==> src/design/nlp_pkg.sv <==
`timescale 1ns / 1ps
package nlp_pkg;

    // Default sizing
    localparam int NLP_RANGE_WIDTH   = 32;
    localparam int NLP_BINARY_DIGITS = 16;

    // Result status codes
    typedef logic [2:0] t_status;
    localparam t_status ST_OK         = 3'd0;
    localparam t_status ST_EMPTY      = 3'd1;
    localparam t_status ST_NO_DIGITS  = 3'd2;
    localparam t_status ST_RANGE      = 3'd3;
    localparam t_status ST_BIN_LENGTH = 3'd4;
    localparam t_status ST_BIN_DIGIT  = 3'd5;

    // ASCII codes
    localparam logic [7:0] CH_TAB   = 8'h09;
    localparam logic [7:0] CH_CR    = 8'h0D;
    localparam logic [7:0] CH_SPACE = 8'h20;
    localparam logic [7:0] CH_QUOTE = 8'h27;
    localparam logic [7:0] CH_PLUS  = 8'h2B;
    localparam logic [7:0] CH_MINUS = 8'h2D;
    localparam logic [7:0] CH_ZERO  = 8'h30;
    localparam logic [7:0] CH_ONE   = 8'h31;
    localparam logic [7:0] CH_NINE  = 8'h39;
    localparam logic [7:0] CH_A_UP  = 8'h41;
    localparam logic [7:0] CH_B_UP  = 8'h42;
    localparam logic [7:0] CH_F_UP  = 8'h46;
    localparam logic [7:0] CH_X_UP  = 8'h58;
    localparam logic [7:0] CH_A_LO  = 8'h61;
    localparam logic [7:0] CH_B_LO  = 8'h62;
    localparam logic [7:0] CH_F_LO  = 8'h66;
    localparam logic [7:0] CH_X_LO  = 8'h78;

    // Integer scanner view after the current character
    typedef struct packed {
        logic        digit;
        logic        over;
        logic [15:0] value;
    } t_int_res;

endpackage

==> src/design/nlp_if.sv <==
`timescale 1ns / 1ps
interface nlp_char_if;
    logic       valid;
    logic       ready;
    logic [7:0] char_code;
    logic       last_char;
    logic       empty_token;

    modport source (output valid, output char_code, output last_char, output empty_token,
                    input ready);
    modport sink   (input valid, input char_code, input last_char, input empty_token,
                    output ready);
endinterface

interface nlp_res_if;
    logic        valid;
    logic        ready;
    logic [15:0] value;
    logic [2:0]  status;

    modport source (output valid, output value, output status, input ready);
    modport sink   (input valid, input value, input status, output ready);
endinterface

==> src/design/nlp_int_scan.sv <==
`timescale 1ns / 1ps
module nlp_int_scan
    import nlp_pkg::*;
#(
    parameter int RANGE_WIDTH = NLP_RANGE_WIDTH,
    parameter bit IS_HEX      = 1'b0
) (
    input  logic       i_clk,
    input  logic       i_rst_n,
    input  logic       i_feed,
    input  logic       i_clear,
    input  logic [7:0] i_char,
    output t_int_res   o_res
);

    localparam int EW = RANGE_WIDTH + 5;

    localparam logic [2:0] PH_WS      = 3'd0;
    localparam logic [2:0] PH_SIGNED  = 3'd1;
    localparam logic [2:0] PH_ZERO    = 3'd2;
    localparam logic [2:0] PH_AFTER_X = 3'd3;
    localparam logic [2:0] PH_DIGITS  = 3'd4;
    localparam logic [2:0] PH_STOP    = 3'd5;

    logic [2:0]             r_phase, n_phase;
    logic                   r_neg, n_neg;
    logic [RANGE_WIDTH-1:0] r_mag, n_mag;
    logic                   r_digit, n_digit;
    logic                   r_over, n_over;

    logic       w_space, w_sign, w_dec, w_hex_letter, w_x;
    logic [3:0] w_dval;
    logic       w_take;
    logic [3:0] w_d;
    logic [2:0] w_phase_eff;
    logic [EW-1:0] w_mag_ext, w_cand, w_lim;

    // Classify the character
    assign w_space      = (i_char == CH_SPACE) || (i_char >= CH_TAB && i_char <= CH_CR);
    assign w_sign       = (i_char == CH_PLUS) || (i_char == CH_MINUS);
    assign w_dec        = (i_char >= CH_ZERO) && (i_char <= CH_NINE);
    assign w_hex_letter = (i_char >= CH_A_UP && i_char <= CH_F_UP) ||
                          (i_char >= CH_A_LO && i_char <= CH_F_LO);
    assign w_x          = (i_char == CH_X_UP) || (i_char == CH_X_LO);
    assign w_dval       = w_dec ? i_char[3:0] : 4'(i_char[3:0] + 4'd9);

    // Candidate magnitude and the signed limit
    assign w_mag_ext = {5'b0, r_mag};
    assign w_cand    = (IS_HEX ? (w_mag_ext << 4) : ((w_mag_ext << 3) + (w_mag_ext << 1)))
                       + {{(EW-4){1'b0}}, w_d};
    assign w_lim     = {{(EW-RANGE_WIDTH+1){1'b0}}, {(RANGE_WIDTH-1){1'b1}}}
                       + {{(EW-1){1'b0}}, r_neg};

    // Advance the scanner by one character
    always_comb begin
        n_phase     = r_phase;
        n_neg       = r_neg;
        n_digit     = r_digit;
        n_over      = r_over;
        n_mag       = r_mag;
        w_take      = 1'b0;
        w_d         = 4'd0;
        w_phase_eff = r_phase;
        if (i_feed && r_phase != PH_STOP) begin
            if (r_phase == PH_WS && w_space) begin
                n_phase = r_phase;
            end else if (r_phase == PH_WS && w_sign) begin
                n_neg   = (i_char == CH_MINUS);
                n_phase = PH_SIGNED;
            end else if (!IS_HEX) begin
                if (w_dec) begin
                    w_take  = 1'b1;
                    w_d     = w_dval;
                    n_phase = PH_DIGITS;
                end else begin
                    n_phase = PH_STOP;
                end
            end else begin
                if (r_phase == PH_WS) begin
                    w_phase_eff = PH_SIGNED;
                end
                if (w_phase_eff == PH_SIGNED && i_char == CH_ZERO) begin
                    w_take  = 1'b1;
                    n_phase = PH_ZERO;
                end else if (w_phase_eff == PH_ZERO && w_x) begin
                    n_phase = PH_AFTER_X;
                end else if (w_dec || w_hex_letter) begin
                    w_take  = 1'b1;
                    w_d     = w_dval;
                    n_phase = PH_DIGITS;
                end else begin
                    n_phase = PH_STOP;
                end
            end
        end
        // Accumulate, freeze once past the limit
        if (w_take) begin
            n_digit = 1'b1;
            if (!r_over) begin
                if (w_cand > w_lim) begin
                    n_over = 1'b1;
                end else begin
                    n_mag = w_cand[RANGE_WIDTH-1:0];
                end
            end
        end
    end

    // Hold state, drop it at the end of a token
    always_ff @(posedge i_clk) begin
        if (!i_rst_n || i_clear) begin
            r_phase <= PH_WS;
            r_neg   <= 1'b0;
            r_mag   <= '0;
            r_digit <= 1'b0;
            r_over  <= 1'b0;
        end else begin
            r_phase <= n_phase;
            r_neg   <= n_neg;
            r_mag   <= n_mag;
            r_digit <= n_digit;
            r_over  <= n_over;
        end
    end

    assign o_res.digit = n_digit;
    assign o_res.over  = n_over;
    assign o_res.value = n_neg ? 16'(16'd0 - n_mag[15:0]) : n_mag[15:0];

    a_over_has_digit: assert property (@(posedge i_clk) disable iff (!i_rst_n)
        r_over |-> r_digit)
        else $error("overflow flagged without a digit");

    a_clear_restarts: assert property (@(posedge i_clk) disable iff (!i_rst_n)
        i_clear |=> (r_phase == PH_WS) && !r_digit && !r_over && (r_mag == '0))
        else $error("scanner not restarted after token end");

endmodule

==> src/design/numeric_literal_parser_16bit_top.sv <==
`timescale 1ns / 1ps
// Flow: a character accepted into the input register is processed from there; its result,
// if it ends a token, is captured in the result register.
// Throughput: one character per cycle, set by the single-pass accumulator update
// between the input and result registers, unless a token end waits on an untaken result.
// Reset: synchronous, active low; clears the token state and both valid flags at once.
module numeric_literal_parser_16bit_top
    import nlp_pkg::*;
#(
    parameter int RANGE_WIDTH   = NLP_RANGE_WIDTH,
    parameter int BINARY_DIGITS = NLP_BINARY_DIGITS
) (
    input  logic            i_clk,
    input  logic            i_rst_n,
    nlp_char_if.sink        i_in,
    nlp_res_if.source       o_out
);

    localparam int COUNT_SAT = BINARY_DIGITS + 15;
    localparam int CNT_W     = $clog2(COUNT_SAT + 1);
    localparam int BIN_LEN   = BINARY_DIGITS + 2;

    // Input register
    logic       r_in_valid;
    logic [7:0] r_in_char;
    logic       r_in_last;
    logic       r_in_empty;

    logic w_out_free, w_ends, w_process, w_feed_dec, w_feed_hex, w_feed_bin, w_clear;

    // Token state
    logic [CNT_W-1:0]         r_count, n_count;
    logic [7:0]               r_c0, r_c1, r_c2, n_c0, n_c1, n_c2;
    logic [BINARY_DIGITS-1:0] r_bin, n_bin;
    logic                     r_bin_bad, n_bin_bad;

    t_int_res w_dec_res, w_hex_res;

    logic [15:0] w_value, w_bin16;
    t_status     w_status;

    // Output register
    logic        r_out_valid;
    logic [15:0] r_out_value;
    t_status     r_out_status;

    assign w_out_free = !r_out_valid || o_out.ready;
    assign w_ends     = r_in_empty || r_in_last;
    assign w_process  = r_in_valid && (w_out_free || !w_ends);
    assign i_in.ready = !r_in_valid || w_process;

    // Capture the request
    always_ff @(posedge i_clk) begin
        if (!i_rst_n) begin
            r_in_valid <= 1'b0;
        end else if (i_in.ready) begin
            r_in_valid <= i_in.valid;
        end
    end

    always_ff @(posedge i_clk) begin
        if (i_in.ready && i_in.valid) begin
            r_in_char  <= i_in.char_code;
            r_in_last  <= i_in.last_char;
            r_in_empty <= i_in.empty_token;
        end
    end

    assign w_feed_dec = w_process && !r_in_empty;
    assign w_feed_hex = w_feed_dec && (r_count >= CNT_W'(2));
    assign w_feed_bin = w_feed_hex && (r_count < CNT_W'(BIN_LEN));
    assign w_clear    = w_process && w_ends;

    nlp_int_scan #(.RANGE_WIDTH(RANGE_WIDTH), .IS_HEX(1'b0)) u_dec (
        .i_clk   (i_clk),
        .i_rst_n (i_rst_n),
        .i_feed  (w_feed_dec),
        .i_clear (w_clear),
        .i_char  (r_in_char),
        .o_res   (w_dec_res)
    );

    nlp_int_scan #(.RANGE_WIDTH(RANGE_WIDTH), .IS_HEX(1'b1)) u_hex (
        .i_clk   (i_clk),
        .i_rst_n (i_rst_n),
        .i_feed  (w_feed_hex),
        .i_clear (w_clear),
        .i_char  (r_in_char),
        .o_res   (w_hex_res)
    );

    // Count characters, keep the first three, shift in binary digits
    always_comb begin
        n_count   = r_count;
        n_c0      = r_c0;
        n_c1      = r_c1;
        n_c2      = r_c2;
        n_bin     = r_bin;
        n_bin_bad = r_bin_bad;
        if (w_feed_dec) begin
            if (r_count == CNT_W'(0)) n_c0 = r_in_char;
            if (r_count == CNT_W'(1)) n_c1 = r_in_char;
            if (r_count == CNT_W'(2)) n_c2 = r_in_char;
            if (r_count < CNT_W'(COUNT_SAT)) n_count = CNT_W'(r_count + 1'b1);
        end
        if (w_feed_bin) begin
            if (r_in_char == CH_ZERO || r_in_char == CH_ONE) begin
                n_bin = (r_bin << 1) | BINARY_DIGITS'(r_in_char[0]);
            end else begin
                n_bin_bad = 1'b1;
            end
        end
    end

    always_ff @(posedge i_clk) begin
        if (!i_rst_n || w_clear) begin
            r_count   <= '0;
            r_c0      <= 8'd0;
            r_c1      <= 8'd0;
            r_c2      <= 8'd0;
            r_bin     <= '0;
            r_bin_bad <= 1'b0;
        end else begin
            r_count   <= n_count;
            r_c0      <= n_c0;
            r_c1      <= n_c1;
            r_c2      <= n_c2;
            r_bin     <= n_bin;
            r_bin_bad <= n_bin_bad;
        end
    end

    assign w_bin16 = 16'({16'd0, n_bin});

    // Pick the token format and form the result
    always_comb begin
        w_value  = 16'd0;
        w_status = ST_OK;
        if (r_in_empty) begin
            w_status = ST_EMPTY;
        end else if (n_count == CNT_W'(3) && n_c0 == CH_QUOTE && n_c2 == CH_QUOTE) begin
            w_value = {{8{n_c1[7]}}, n_c1};
        end else if (n_count >= CNT_W'(3) && n_c0 == CH_ZERO &&
                     (n_c1 == CH_X_UP || n_c1 == CH_X_LO)) begin
            if (!w_hex_res.digit)     w_status = ST_NO_DIGITS;
            else if (w_hex_res.over)  w_status = ST_RANGE;
            else                      w_value  = w_hex_res.value;
        end else if (n_count >= CNT_W'(3) && n_c0 == CH_ZERO &&
                     (n_c1 == CH_B_UP || n_c1 == CH_B_LO)) begin
            if (n_count != CNT_W'(BIN_LEN)) w_status = ST_BIN_LENGTH;
            else if (n_bin_bad)             w_status = ST_BIN_DIGIT;
            else                            w_value  = w_bin16;
        end else begin
            if (!w_dec_res.digit)     w_status = ST_NO_DIGITS;
            else if (w_dec_res.over)  w_status = ST_RANGE;
            else                      w_value  = w_dec_res.value;
        end
    end

    // Hold the result until it is taken
    always_ff @(posedge i_clk) begin
        if (!i_rst_n) begin
            r_out_valid <= 1'b0;
        end else if (w_clear) begin
            r_out_valid <= 1'b1;
        end else if (o_out.ready) begin
            r_out_valid <= 1'b0;
        end
    end

    always_ff @(posedge i_clk) begin
        if (w_clear) begin
            r_out_value  <= w_value;
            r_out_status <= w_status;
        end
    end

    assign o_out.valid  = r_out_valid;
    assign o_out.value  = r_out_value;
    assign o_out.status = r_out_status;

    a_empty_status: assert property (@(posedge i_clk) disable iff (!i_rst_n)
        (w_process && r_in_empty) |=> r_out_valid && (r_out_status == ST_EMPTY))
        else $error("empty token did not report empty status");

    a_error_zero: assert property (@(posedge i_clk) disable iff (!i_rst_n)
        (r_out_valid && r_out_status != ST_OK) |-> (r_out_value == 16'd0))
        else $error("error result carries a nonzero value");

    a_status_range: assert property (@(posedge i_clk) disable iff (!i_rst_n)
        r_out_valid |-> (r_out_status <= ST_BIN_DIGIT))
        else $error("status code out of range");

    a_count_restart: assert property (@(posedge i_clk) disable iff (!i_rst_n)
        w_clear |=> (r_count == '0) && !r_bin_bad)
        else $error("token state not cleared after result");

    a_no_overwrite: assert property (@(posedge i_clk) disable iff (!i_rst_n)
        (r_out_valid && !o_out.ready) |-> !w_clear)
        else $error("pending result overwritten");

endmodule
==> src/flat_wrapper.sv <==
// flat-port wrapper written by rule: the top's interface ports become plain ports
module numeric_literal_parser_16bit_top_flat import nlp_pkg::*;
#(
    parameter int RANGE_WIDTH   = NLP_RANGE_WIDTH,
    parameter int BINARY_DIGITS = NLP_BINARY_DIGITS
)
  (i_clk, i_rst_n, i_in_valid, i_in_char_code, i_in_last_char, i_in_empty_token, i_in_ready, o_out_valid, o_out_value, o_out_status, o_out_ready);
  nlp_char_if i_in_i ();
  nlp_res_if o_out_i ();
  input  logic i_clk;
  input  logic i_rst_n;
  input wire logic [$bits(i_in_i.valid)-1:0] i_in_valid;
  input wire logic [$bits(i_in_i.char_code)-1:0] i_in_char_code;
  input wire logic [$bits(i_in_i.last_char)-1:0] i_in_last_char;
  input wire logic [$bits(i_in_i.empty_token)-1:0] i_in_empty_token;
  output wire logic [$bits(i_in_i.ready)-1:0] i_in_ready;
  output wire logic [$bits(o_out_i.valid)-1:0] o_out_valid;
  output wire logic [$bits(o_out_i.value)-1:0] o_out_value;
  output wire logic [$bits(o_out_i.status)-1:0] o_out_status;
  input wire logic [$bits(o_out_i.ready)-1:0] o_out_ready;
  assign i_in_i.valid = i_in_valid;
  assign i_in_i.char_code = i_in_char_code;
  assign i_in_i.last_char = i_in_last_char;
  assign i_in_i.empty_token = i_in_empty_token;
  assign i_in_ready = i_in_i.ready;
  assign o_out_valid = o_out_i.valid;
  assign o_out_value = o_out_i.value;
  assign o_out_status = o_out_i.status;
  assign o_out_i.ready = o_out_ready;
  numeric_literal_parser_16bit_top #(.RANGE_WIDTH(RANGE_WIDTH), .BINARY_DIGITS(BINARY_DIGITS)) u_core (.i_clk(i_clk), .i_rst_n(i_rst_n), .i_in(i_in_i), .o_out(o_out_i));
endmodule
==> config.mk <==
export PLATFORM = sky130hd
export DESIGN_NAME = numeric_literal_parser_16bit_top_flat
export DESIGN_NICKNAME = d
export VERILOG_FILES = /design/src/design/nlp_pkg.sv /design/src/design/nlp_if.sv /design/src/design/nlp_int_scan.sv /design/src/design/numeric_literal_parser_16bit_top.sv /design/src/flat_wrapper.sv
export SDC_FILE = /design/constraint.sdc
export NUM_CORES = 1
export LEC_CHECK = 0
export ABC_AREA = 1
export BUFFER_PORTS_ARGS = -buffer_cell sky130_fd_sc_hd__buf_2
export CAP_MARGIN = 10
export CORE_MARGIN = 3
export CORE_UTILIZATION = 25
export DETAILED_ROUTE_END_ITERATION = 8
export GPL_ROUTABILITY_DRIVEN = 0
export PLACE_DENSITY = 0.36
export REMOVE_ABC_BUFFERS = 1
export SLEW_MARGIN = 15
export SYNTH_ARGS = -nofsm -noshare
export SYNTH_HDL_FRONTEND = slang
export SYNTH_SLANG_ARGS = --single-unit
==> constraint.sdc <==
create_clock -name i_clk -period 8.4 [get_ports i_clk]
set_clock_uncertainty 0.1 [all_clocks]
set_input_delay 1.68 -clock i_clk [delete_from_list [all_inputs] [get_ports i_clk]]
set_output_delay 1.68 -clock i_clk [all_outputs]
set_load 0.01 [all_outputs]
==> run metrics <==
Post-Synthesis Cell Area=about 12000 sq um; CTS Hold Bufs=0; FF+latch area=between 3000 and 4000 sq um; WP data required=8.52 ns; WP depth=between 40 and 50; crit-path most repeated cell=nand2_1; final setup vio count=0; R2R Setup Slk=around 1.1 ns; Final Hold Vio Count=0; Clk Tree Root Cell=clkbuf_16; Top Family by Delay on Critical Path=simple AND/OR/NAND/NOR gates; Ports=35; H-Tree Depth=4; die area=about 51000 sq um; CTS clk-pin slew, worst paths=about 0.07 ns; initial antenna violation count=0; Tot Pwr=~1.6 mW; DPL Wire Length=30.5 mm; slew margin rel.=between 20% and 30%; EDFF count, synth=29; Post-CTS Setup Bufs=0; max-slew violation count=0; mean post-synth cell area=~6.7 sq um; Die Y=around 230 um; Detailed Routing Iterations Pass 1=4; Yosys warning total=0; first-pass GRT wire length=~60 mm; most common library cells after synthesis=nand2_1 (454), inv_1 (252), nor2_1 (231); Die Width=about 230 um; DRT iter0 DRCs=520; worst slack, placed=approximately 0.37 ns; Final Net Count=approximately 2.0k; CP Launch Point=o_out_ready; crit path capture type=flip-flop; largest net degree at the start of global routing=62; ranking of synthesized cells by area=dfxtp_1 (20%), ha_1 (14%), nand2_1 (14%); CTS Buf Count=17; number of global-route vias before repair=approximately 11k; synthesized netlist cell count=approximately 1.8k; TritonCTS clock tree=done; peak supply drop=0.122 mV; Yosys cell types=between 50 and 60; ys flop type=dfxtp_1; Worst-Skew Late Latency=between 0.4 and 0.5 ns; GRT Total Usage=between 10% and 20%; Multi-input gate area=~7500 sq um; PD cells=approximately 120 nW/um^2; fraction of layout cells with a size suffix above 1=8.85%; area share of the largest cell type after synthesis=between 20 and 25%; crit path max fanout=30; DRC Markers=0; Post-synth ARST share=0%; Period minus WS final=7.52 ns; CP max stage cell=fa_1; WL final=just under 40 mm; most numerous cell in the Yosys netlist=nand2_1; ANT cells=0; critical path data arrival time=around 7.6 ns; Site Rows=between 70 and 80; CP Class=in -> reg; FMAX=~130 MHz; R2R Path Start=u_core.r_in_char[1]; #FFs+latches synth=152; fin worst setup slack=0.878 ns; Static Leak=7.05 nW; max incr delay on CP=roughly 0.5 ns; RSZ-0062 raised after global routing=false; Area Growth Syn to Fin=11.7%; register area share after synthesis=roughly 28%; CP Buf/Inv Count=5; worst r2r path cells=40; critical path startpoint category=input port; number of clock sinks=between 150 and 200; IO Port Bufs=34; outcome=completed; reg2reg end=u_core.o_out.value[10]; Routed Antenna Nets=0; Routed WL per cell=roughly 16 um; core area=approximately 47000 sq um; slew at the pin with the worst max-slew slack=about 1.1 ns; Final Cycle Share=about nine tenths; grt ovf=0; worst-case clock buffer depth=2; number of maximum-capacitance violations=0; initial core utilization=25.6%; fillers=5293; DR vias=roughly 11k; post-DR vias/cell=4.51; hold crit path type=reg -> reg; Post-Route Setup TNS=0 ns; crit path capture=u_core.o_out.value[10]; worst hold start=u_core.u_hex.r_mag[31]; CTS resizes=0; area leader, netlist=dfxtp_1
[state kept, by name, indices dropped and copies added, names as in the netlist, 2 cells and up]
| register | count |
|---|---|
| u_core.r_c0 | 8 |
| u_core.o_out.status | 3 |
| u_core.r_c2 | 8 |
| u_core.r_in_char | 8 |
| u_core.u_dec.r_mag | 32 |
| u_core.o_out.value | 16 |
| u_core.r_c1 | 8 |
| u_core.r_bin | 16 |
| u_core.u_dec.r_phase | 2 |
| u_core.r_count | 5 |
| u_core.u_hex.r_mag | 32 |
| u_core.u_hex.r_phase | 3 |
[metal layers]
layer  global-route usage [%]  part of all wire [%]  wire length (um)  vias up
li1                         -                     -                 -     5903
met1                     21.1                    51             19500     5026
met2                     25.3                    46             17500       89
met3                     2.04                   1.9               740       33
met4                     5.33                   1.8               701        0
met5                        0                     0                 0        -
[cell type report]
| cell class | count | share of cell area, % |
|---|---|---|
| Clock buffer | 21 | 3.49 |
| Clock inverter | 11 | 0.844 |
| Inverter | 268 | 7.48 |
| Multi-Input combinational cell | 1343 | 55.9 |
| Sequential cell | 152 | 24.7 |
| Tap cell | 607 | 5.63 |
| Timing Repair Buffer | 47 | 1.98 |
[placed cells by master (no fill, tap or decap), types with 12 or more instances in the layout]
cell type and count:
nand2_2 22, ha_1 139, buf_2 34, xor2_1 22, inv_1 252, nor3_1 25, nand2_1 453, inv_2 12
nor2_1 231, buf_4 13, dfxtp_1 123, o21ai_0 89, nand3_1 89, o21ai_1 15, xnor2_1 12, a21oi_1 92
clkbuf_16 17, nor4_1 14, nand4_1 31, edfxtp_1 29
[power by group]
group	switching [mW]	internal, mW	total [mW]
Sequential	0.00965	0.753	0.762
Clock	0.357	0.436	0.793
Combinational	0.0616	0.0208	0.0824
Total	0.428	1.21	1.64
[per-stage QoR]
step / utilization, % / cell area, sq um / std cells / hold slack, ns
CTS: 28.6 / 13500 / 2449 / 0.367
detailed placement: 27.4 / 12900 / 2417 / 0.354
finish: 28.6 / 13500 / 2449 / 0.360
global placement: 27.4 / 12900 / 2417 / 0.349
floorplan: - / 11900 / 1763 / 0.335
global route: 28.6 / 13500 / 2449 / 0.393
[worst min-delay path by stage]
| stage | cells after the start | endpoint | slack [ns] |
|---|---|---|---|
| after floorplan | 2 | u_core.u_hex.r_mag[31] | 0.34 |
| after global placement | 2 | u_core.u_hex.r_mag[31] | 0.35 |
| after detailed placement | 2 | u_core.u_hex.r_mag[31] | 0.35 |
| after CTS | 2 | u_core.u_hex.r_mag[31] | 0.37 |
| after global routing | 2 | u_core.u_hex.r_mag[31] | 0.39 |
| final | 2 | u_core.u_hex.r_mag[31] | 0.36 |
[kinds of logic after synthesis]
| kind of cell | after synthesis | synth area share (%) |
|---|---|---|
| compound gates | 247 | 11.4 |
| mux | 3 | 0.249 |
| simple gates | 917 | 33.3 |
| flops | 152 | 27.6 |
| xor+xnor | 35 | 2.60 |
| buf+inv | 304 | 10.1 |
| fa+ha+maj | 141 | 14.7 |
[worst min-delay path, stage by stage (launching register included)]
cell and delay [ns]:
dfxtp_1 0.30, inv_1 0.06, a21oi_1 0.06
Note: power is estimated with default switching activity, not from simulation.
